File: config.mk
export PLATFORM = sky130hd
export DESIGN_NAME = flash_page_write_splitter_core
export DESIGN_NICKNAME = d
export VERILOG_FILES = /design/src/design/fpws_pkg.sv /design/src/design/fpws_ctrl.sv /design/src/design/fpws_datapath.sv /design/src/design/flash_page_write_splitter_core.sv
export SDC_FILE = /design/constraint.sdc
export NUM_CORES = 1
export LEC_CHECK = 0
export BUFFER_PORTS_ARGS = -buffer_cell sky130_fd_sc_hd__buf_2
export CAP_MARGIN = 20
export CORE_AREA = 2 2 101 103
export CTS_CLUSTER_SIZE = 16
export DETAILED_ROUTE_END_ITERATION = 7
export DIE_AREA = 0 0 103 105
export PLACE_DENSITY = 0.66
export SETUP_SLACK_MARGIN = 0.2
export SLEW_MARGIN = 20
export SYNTH_ARGS = -nofsm -noshare
export SYNTH_HDL_FRONTEND = slang
export SYNTH_SLANG_ARGS = --single-unit
File: constraint.sdc
create_clock -name clock -period 15 [get_ports clock]
set_clock_uncertainty 0.2 [all_clocks]
set_input_delay 1.5 -clock clock [delete_from_list [all_inputs] [get_ports clock]]
set_output_delay 1.5 -clock clock [all_outputs]
set_load 0.02 [all_outputs]
File: src/design/fpws_pkg.sv
// Package for the flash page-write splitter.
// Holds field widths, page geometry, the controller state type and the
// command and status structs shared by the controller and the datapath.
package fpws_pkg;

   localparam int PAGE_SIZE  = 256;
   localparam int PAGE_BITS  = $clog2(PAGE_SIZE);
   localparam int ADDR_W     = 24;
   localparam int COUNT_W    = 14;
   localparam int CHUNK_W    = PAGE_BITS + 1;
   localparam int MAX_LENGTH = 8192;

   typedef enum logic {
      ST_IDLE,
      ST_RUN
   } state_type;

   typedef struct packed {
      logic load;
      logic advance;
   } dp_cmd_type;

   typedef struct packed {
      logic last;
   } dp_status_type;

endpackage

File: src/design/fpws_ctrl.sv
// Controller state machine of the flash page-write splitter.
// Depends on fpws_pkg for the state type and the command and status structs.
module fpws_ctrl
   import fpws_pkg::*;
(
   input  logic          clock,
   input  logic          reset,
   input  logic          start,
   output logic          busy,
   output logic          rsp_valid,
   output dp_cmd_type    cmd,
   input  dp_status_type status
);

   state_type state_ff;
   state_type state_in;

   always_ff @(posedge clock) begin
      if (reset) begin
         state_ff <= ST_IDLE;
      end else begin
         state_ff <= state_in;
      end
   end

   always_comb begin
      state_in    = state_ff;
      busy        = 1'b0;
      rsp_valid   = 1'b0;
      cmd.load    = 1'b0;
      cmd.advance = 1'b0;
      unique case (state_ff)
         ST_IDLE: begin
            if (start) begin
               cmd.load = 1'b1;
               state_in = ST_RUN;
            end
         end
         ST_RUN: begin
            busy        = 1'b1;
            rsp_valid   = 1'b1;
            cmd.advance = 1'b1;
            if (status.last) begin
               state_in = ST_IDLE;
            end
         end
         default: begin
            state_in = ST_IDLE;
         end
      endcase
   end

endmodule

File: src/design/fpws_datapath.sv
// Datapath of the flash page-write splitter: address, remaining count and
// buffer offset registers plus the per-chunk length logic. Depends on fpws_pkg.
module fpws_datapath
   import fpws_pkg::*;
(
   input  logic                clock,
   input  dp_cmd_type          cmd,
   output dp_status_type       status,
   input  logic [ADDR_W-1:0]   req_start_address,
   input  logic [COUNT_W-1:0]  req_byte_count,
   output logic [ADDR_W-1:0]   rsp_chunk_address,
   output logic [CHUNK_W-1:0]  rsp_chunk_length,
   output logic [COUNT_W-1:0]  rsp_buffer_offset,
   output logic                rsp_last_chunk
);

   logic [ADDR_W-1:0]  addr_ff;
   logic [ADDR_W-1:0]  addr_in;
   logic [COUNT_W-1:0] remaining_ff;
   logic [COUNT_W-1:0] remaining_in;
   logic [COUNT_W-1:0] offset_ff;
   logic [COUNT_W-1:0] offset_in;
   logic [CHUNK_W-1:0] room;
   logic [CHUNK_W-1:0] chunk_len;
   logic               last;

   assign room      = CHUNK_W'(PAGE_SIZE) - CHUNK_W'(addr_ff[PAGE_BITS-1:0]);
   assign last      = remaining_ff <= COUNT_W'(room);
   assign chunk_len = last ? remaining_ff[CHUNK_W-1:0] : room;

   always_comb begin
      addr_in      = addr_ff;
      remaining_in = remaining_ff;
      offset_in    = offset_ff;
      if (cmd.load) begin
         addr_in      = req_start_address;
         remaining_in = (req_byte_count > COUNT_W'(MAX_LENGTH)) ?
                        COUNT_W'(MAX_LENGTH) : req_byte_count;
         offset_in    = '0;
      end else if (cmd.advance) begin
         addr_in      = addr_ff + ADDR_W'(chunk_len);
         remaining_in = remaining_ff - COUNT_W'(chunk_len);
         offset_in    = offset_ff + COUNT_W'(chunk_len);
      end
   end

   always_ff @(posedge clock) begin
      addr_ff      <= addr_in;
      remaining_ff <= remaining_in;
      offset_ff    <= offset_in;
   end

   assign status.last       = last;
   assign rsp_chunk_address = addr_ff;
   assign rsp_chunk_length  = chunk_len;
   assign rsp_buffer_offset = offset_ff;
   assign rsp_last_chunk    = last;

endmodule

File: src/design/flash_page_write_splitter_core.sv
// Top level of the flash page-write splitter.
// A request taken on start while busy is low is cut into page-program chunks,
// one chunk per cycle on the rsp_ ports marked by rsp_valid, beginning the
// cycle after the transfer. A request of N chunks (N is 1 for a zero length,
// at most 33 for 8192 bytes) keeps busy high up to and including its last
// chunk; the datapath advances one chunk per cycle. The receiver cannot
// stall, and each chunk is shown for exactly one cycle.
// Depends on fpws_pkg, fpws_ctrl and fpws_datapath.
module flash_page_write_splitter_core
   import fpws_pkg::*;
(
   input  logic               clock,
   input  logic               reset,
   input  logic               start,
   output logic               busy,
   input  logic [ADDR_W-1:0]  req_start_address,
   input  logic [COUNT_W-1:0] req_byte_count,
   output logic               rsp_valid,
   output logic [ADDR_W-1:0]  rsp_chunk_address,
   output logic [CHUNK_W-1:0] rsp_chunk_length,
   output logic [COUNT_W-1:0] rsp_buffer_offset,
   output logic               rsp_last_chunk
);

   dp_cmd_type    cmd;
   dp_status_type status;

   fpws_ctrl u_ctrl (
      .clock     (clock),
      .reset     (reset),
      .start     (start),
      .busy      (busy),
      .rsp_valid (rsp_valid),
      .cmd       (cmd),
      .status    (status)
   );

   fpws_datapath u_datapath (
      .clock             (clock),
      .cmd               (cmd),
      .status            (status),
      .req_start_address (req_start_address),
      .req_byte_count    (req_byte_count),
      .rsp_chunk_address (rsp_chunk_address),
      .rsp_chunk_length  (rsp_chunk_length),
      .rsp_buffer_offset (rsp_buffer_offset),
      .rsp_last_chunk    (rsp_last_chunk)
   );

endmodule

==> impl_metrics.json <==
{
  "setup_tns_ns": 0,
  "cts_sinks": 53,
  "worstMarginPinSlew_ns": 0.960,
  "routed_wirelength_mm": 10.7,
  "rsz0062_at_grt": "no",
  "min_path_type": "flip-flop to flip-flop",
  "cts_setup_buffers": 0,
  "drive_gt1_share_pct": 22.3,
  "finalPower_mw": 1.34,
  "cts_made_buffers": 5,
  "synth_edf_count": 38,
  "powerDensity_nw_per_um2": 271,
  "required_ns": 15.00,
  "synth_top_flop_cell": "edfxtp_1",
  "postSynth.asyncResetShare_pct": 0,
  "diodes": 0,
  "top_usage_layer": "met2",
  "cts_root_buffer": "clkbuf_8",
  "pre_cts_ws_ns": 9.06,
  "num_rows": 36,
  "port_buffers": 90,
  "layout_setup_ws_ns": 9.08,
  "grt_antenna_before_repair": 0,
  "multi_input_area_um2": 2630,
  "synth-seq-cells": 53,
  "gp_congestion": 0.872,
  "met3_usage_pct": 4.55,
  "die_h_um": 105,
  "fmax_mhz": 169,
  "ys_warn_count": 0,
  "period_needed_ns": 5.92,
  "wl_per_cell_um": 15.6,
  "crit_fanout": 19,
  "setup_viol": 0,
  "ctsResizeCount": 0,
  "crit_buf_inv": 3,
  "r2r_cells": 20,
  "holdCritStartpoint": "u_datapath.rsp_buffer_offset[13]$_SDFFE_PP0P_",
  "cp-start-kind": "flip-flop",
  "fin_area_um2": 4930,
  "dieArea_um2": 10800,
  "fin_nets": 632,
  "finalHoldViolCount": 0,
  "cp_slowest_cell": "and3_1",
  "timing.final.max_slew_violations": 0,
  "holdBufCountCts": 0,
  "yosys.area.top_type": "edfxtp_1",
  "synth_top_area_share_pct": 26.9,
  "drtIter0Drc": 159,
  "placed_cell_area_um2": 4800,
  "ant_nets": 0,
  "max_slew_margin_pct": 35.9,
  "cp-startpoint": "u_datapath.rsp_chunk_address[1]$_DFFE_PP_",
  "clock_latency_ns": 0.33,
  "clkTransAtPathRegs_ns": 0.10,
  "area_delta_synth_final_pct": 16.2,
  "whs_path_depth": 1,
  "cts_buffer_depth": 2,
  "mostFrequentLayoutCells": "buf_2, nand2_1, edfxtp_1",
  "ys_types": 62,
  "grt_max_degree": 47,
  "timing.critical_path.cells": "inv_1 -> ha_1 -> nand2_1 -> or3_1 -> nor3_1 -> inv_1 -> ha_1 -> nor2b_1 -> o41ai_1 -> and3_1 -> mux2i_1 -> ha_1 -> inv_1 -> fa_1 -> and2b_1 -> o31ai_2 -> a21oi_2 -> a21oi_2 -> or4b_1 -> nand3_1",
  "syn-num-nets": 548,
  "cp.arrival_ns": 5.92,
  "p_leak_nw": 2.05,
  "netlist_area_um2": 4250,
  "overflow": 0,
  "cts_tree": "yes",
  "end_kind": "flip-flop",
  "grt_pass1_wl_mm": 17.8,
  "layout_commonest_cell": "buf_2",
  "vias": 3759,
  "cap_violations": 0,
  "dpl.hpwl_mm": 8.12,
  "grt_pass1_vias": 3726,
  "die_w_um": 103,
  "grtUsageTotal_pct": 20.7,
  "slowest_delay_ns": 0.79,
  "synthCells": 467,
  "ys_seq_area_share_pct": 33.9,
  "ir_drop_mv": 0.108,
  "fin_crit_sh_pct": 39.5,
  "cp.depth": 20,
  "start_util_pct": 44.1,
  "htreeDepth": 2,
  "crit_type": "flip-flop to flip-flop",
  "crit_family": "simple AND/OR/NAND/NOR gates",
  "seqCellArea_um2": 1440,
  "synth_area_leaders": "edfxtp_1, ha_1, dfxtp_1",
  "syn-mean-instance-area_um2": 9.10,
  "met2_usage_pct": 32.7,
  "firstDrtPassIters": 5,
  "nFillCells": 947,
  "remaining_drc_errors": 0,
  "io_pins": 91,
  "viasPerCell": 5.49,
  "met1_usage_pct": 28.3,
  "rr_startpoint": "u_datapath.rsp_chunk_address[1]$_DFFE_PP_",
  "outcome": "finished clean",
  "core_um2": 9640
}
worst paths after layout:
kind,to,slack [ns]
worst min-delay path,u_datapath.rsp_buffer_offset[13]$_SDFFE_PP0P_,0.27
worst min register to register,u_datapath.rsp_buffer_offset[13]$_SDFFE_PP0P_,0.27
worst max-delay path,u_datapath.rsp_chunk_address[20]$_DFFE_PP_,9.08
worst max register to register,u_datapath.rsp_chunk_address[20]$_DFFE_PP_,9.08
synth_stat cells (3+ instances only):
master / number
nor2_1: 34
a31oi_1: 4
nand2b_1: 5
xnor2_1: 19
ha_1: 37
nand2_1: 53
a21o_1: 5
edfxtp_1: 38
mux2_2: 8
o22ai_1: 6
dfxtp_1: 15
nor3_1: 10
o21a_1: 5
a21oi_1: 23
nand3_1: 15
mux2i_1: 9
o21ai_0: 35
fa_1: 3
nor4_1: 4
o32ai_1: 3
o211ai_1: 6
inv_1: 25
nand4_1: 4
o21ai_1: 3
or3_1: 6
a31o_2: 3
xor2_1: 19
clkbuf_1: 10
a21boi_0: 3
a211oi_1: 7
and3_1: 3
nor2b_1: 7
layout make-up:
cell class	count	area share (%)
Clock buffer	5	1.39
Clock inverter	3	1.32
Inverter	25	1.90
Multi-Input combinational cell	374	53.4
Sequential cell	53	29.2
Tap cell	133	3.37
Timing Repair Buffer	92	9.43
worst reg2reg max path, delay by kind of cell (launching register included):
family	cells	cell delay (ns)
and+or+nand+nor	8	2.52
adders and majority gates	4	1.21
AOI/OAI and AO/OA	4	0.66
DFF	1	0.45
muxes	1	0.45
buffers and inverters	3	0.31
registers in the layout, indices dropped and copies added, names as in the netlist:
name and flops:
u_datapath.rsp_chunk_address 24, u_datapath.remaining_ff 14, u_datapath.rsp_buffer_offset 14, u_ctrl.state_ff 1
per-stage QoR:
step / hold WS (ns) / utilization (%) / instances
3_5_place_dp: 0.258 / 49.8 / 677
5_1_grt: 0.317 / 51.2 / 685
3_3_place_gp: 0.257 / 49.8 / 677
2_1_floorplan: 0.349 / - / 467
4_1_cts: 0.278 / 51.2 / 685
6_report: 0.269 / 51.2 / 685
routing by layer:
metal	vias up	wire, um
met5	-	0
met4	0	142
met3	12	643
met2	108	5110
met1	1750	4820
li1	1889	-
cells by family (layout without fill, tap and decap cells):
| kind of cell | count (synthesis) | after routing | synth area share (%) |
|---|---|---|---|
| DFF | 53 | 53 | 33.9 |
| AOI/OAI and AO/OA | 125 | 125 | 19.8 |
| buffers and inverters | 40 | 125 | 4.24 |
| muxes | 17 | 17 | 4.24 |
| adders and majority gates | 40 | 40 | 12.3 |
| and+or+nand+nor | 154 | 154 | 17.6 |
| xor gates and xnor gates | 38 | 38 | 7.84 |
where the power goes:
part,internal [mW],switching (mW)
Clock,0.0664,0.0535
Sequential,0.239,0.0596
Combinational,0.388,0.533
(Power assumes the default switching activity.)
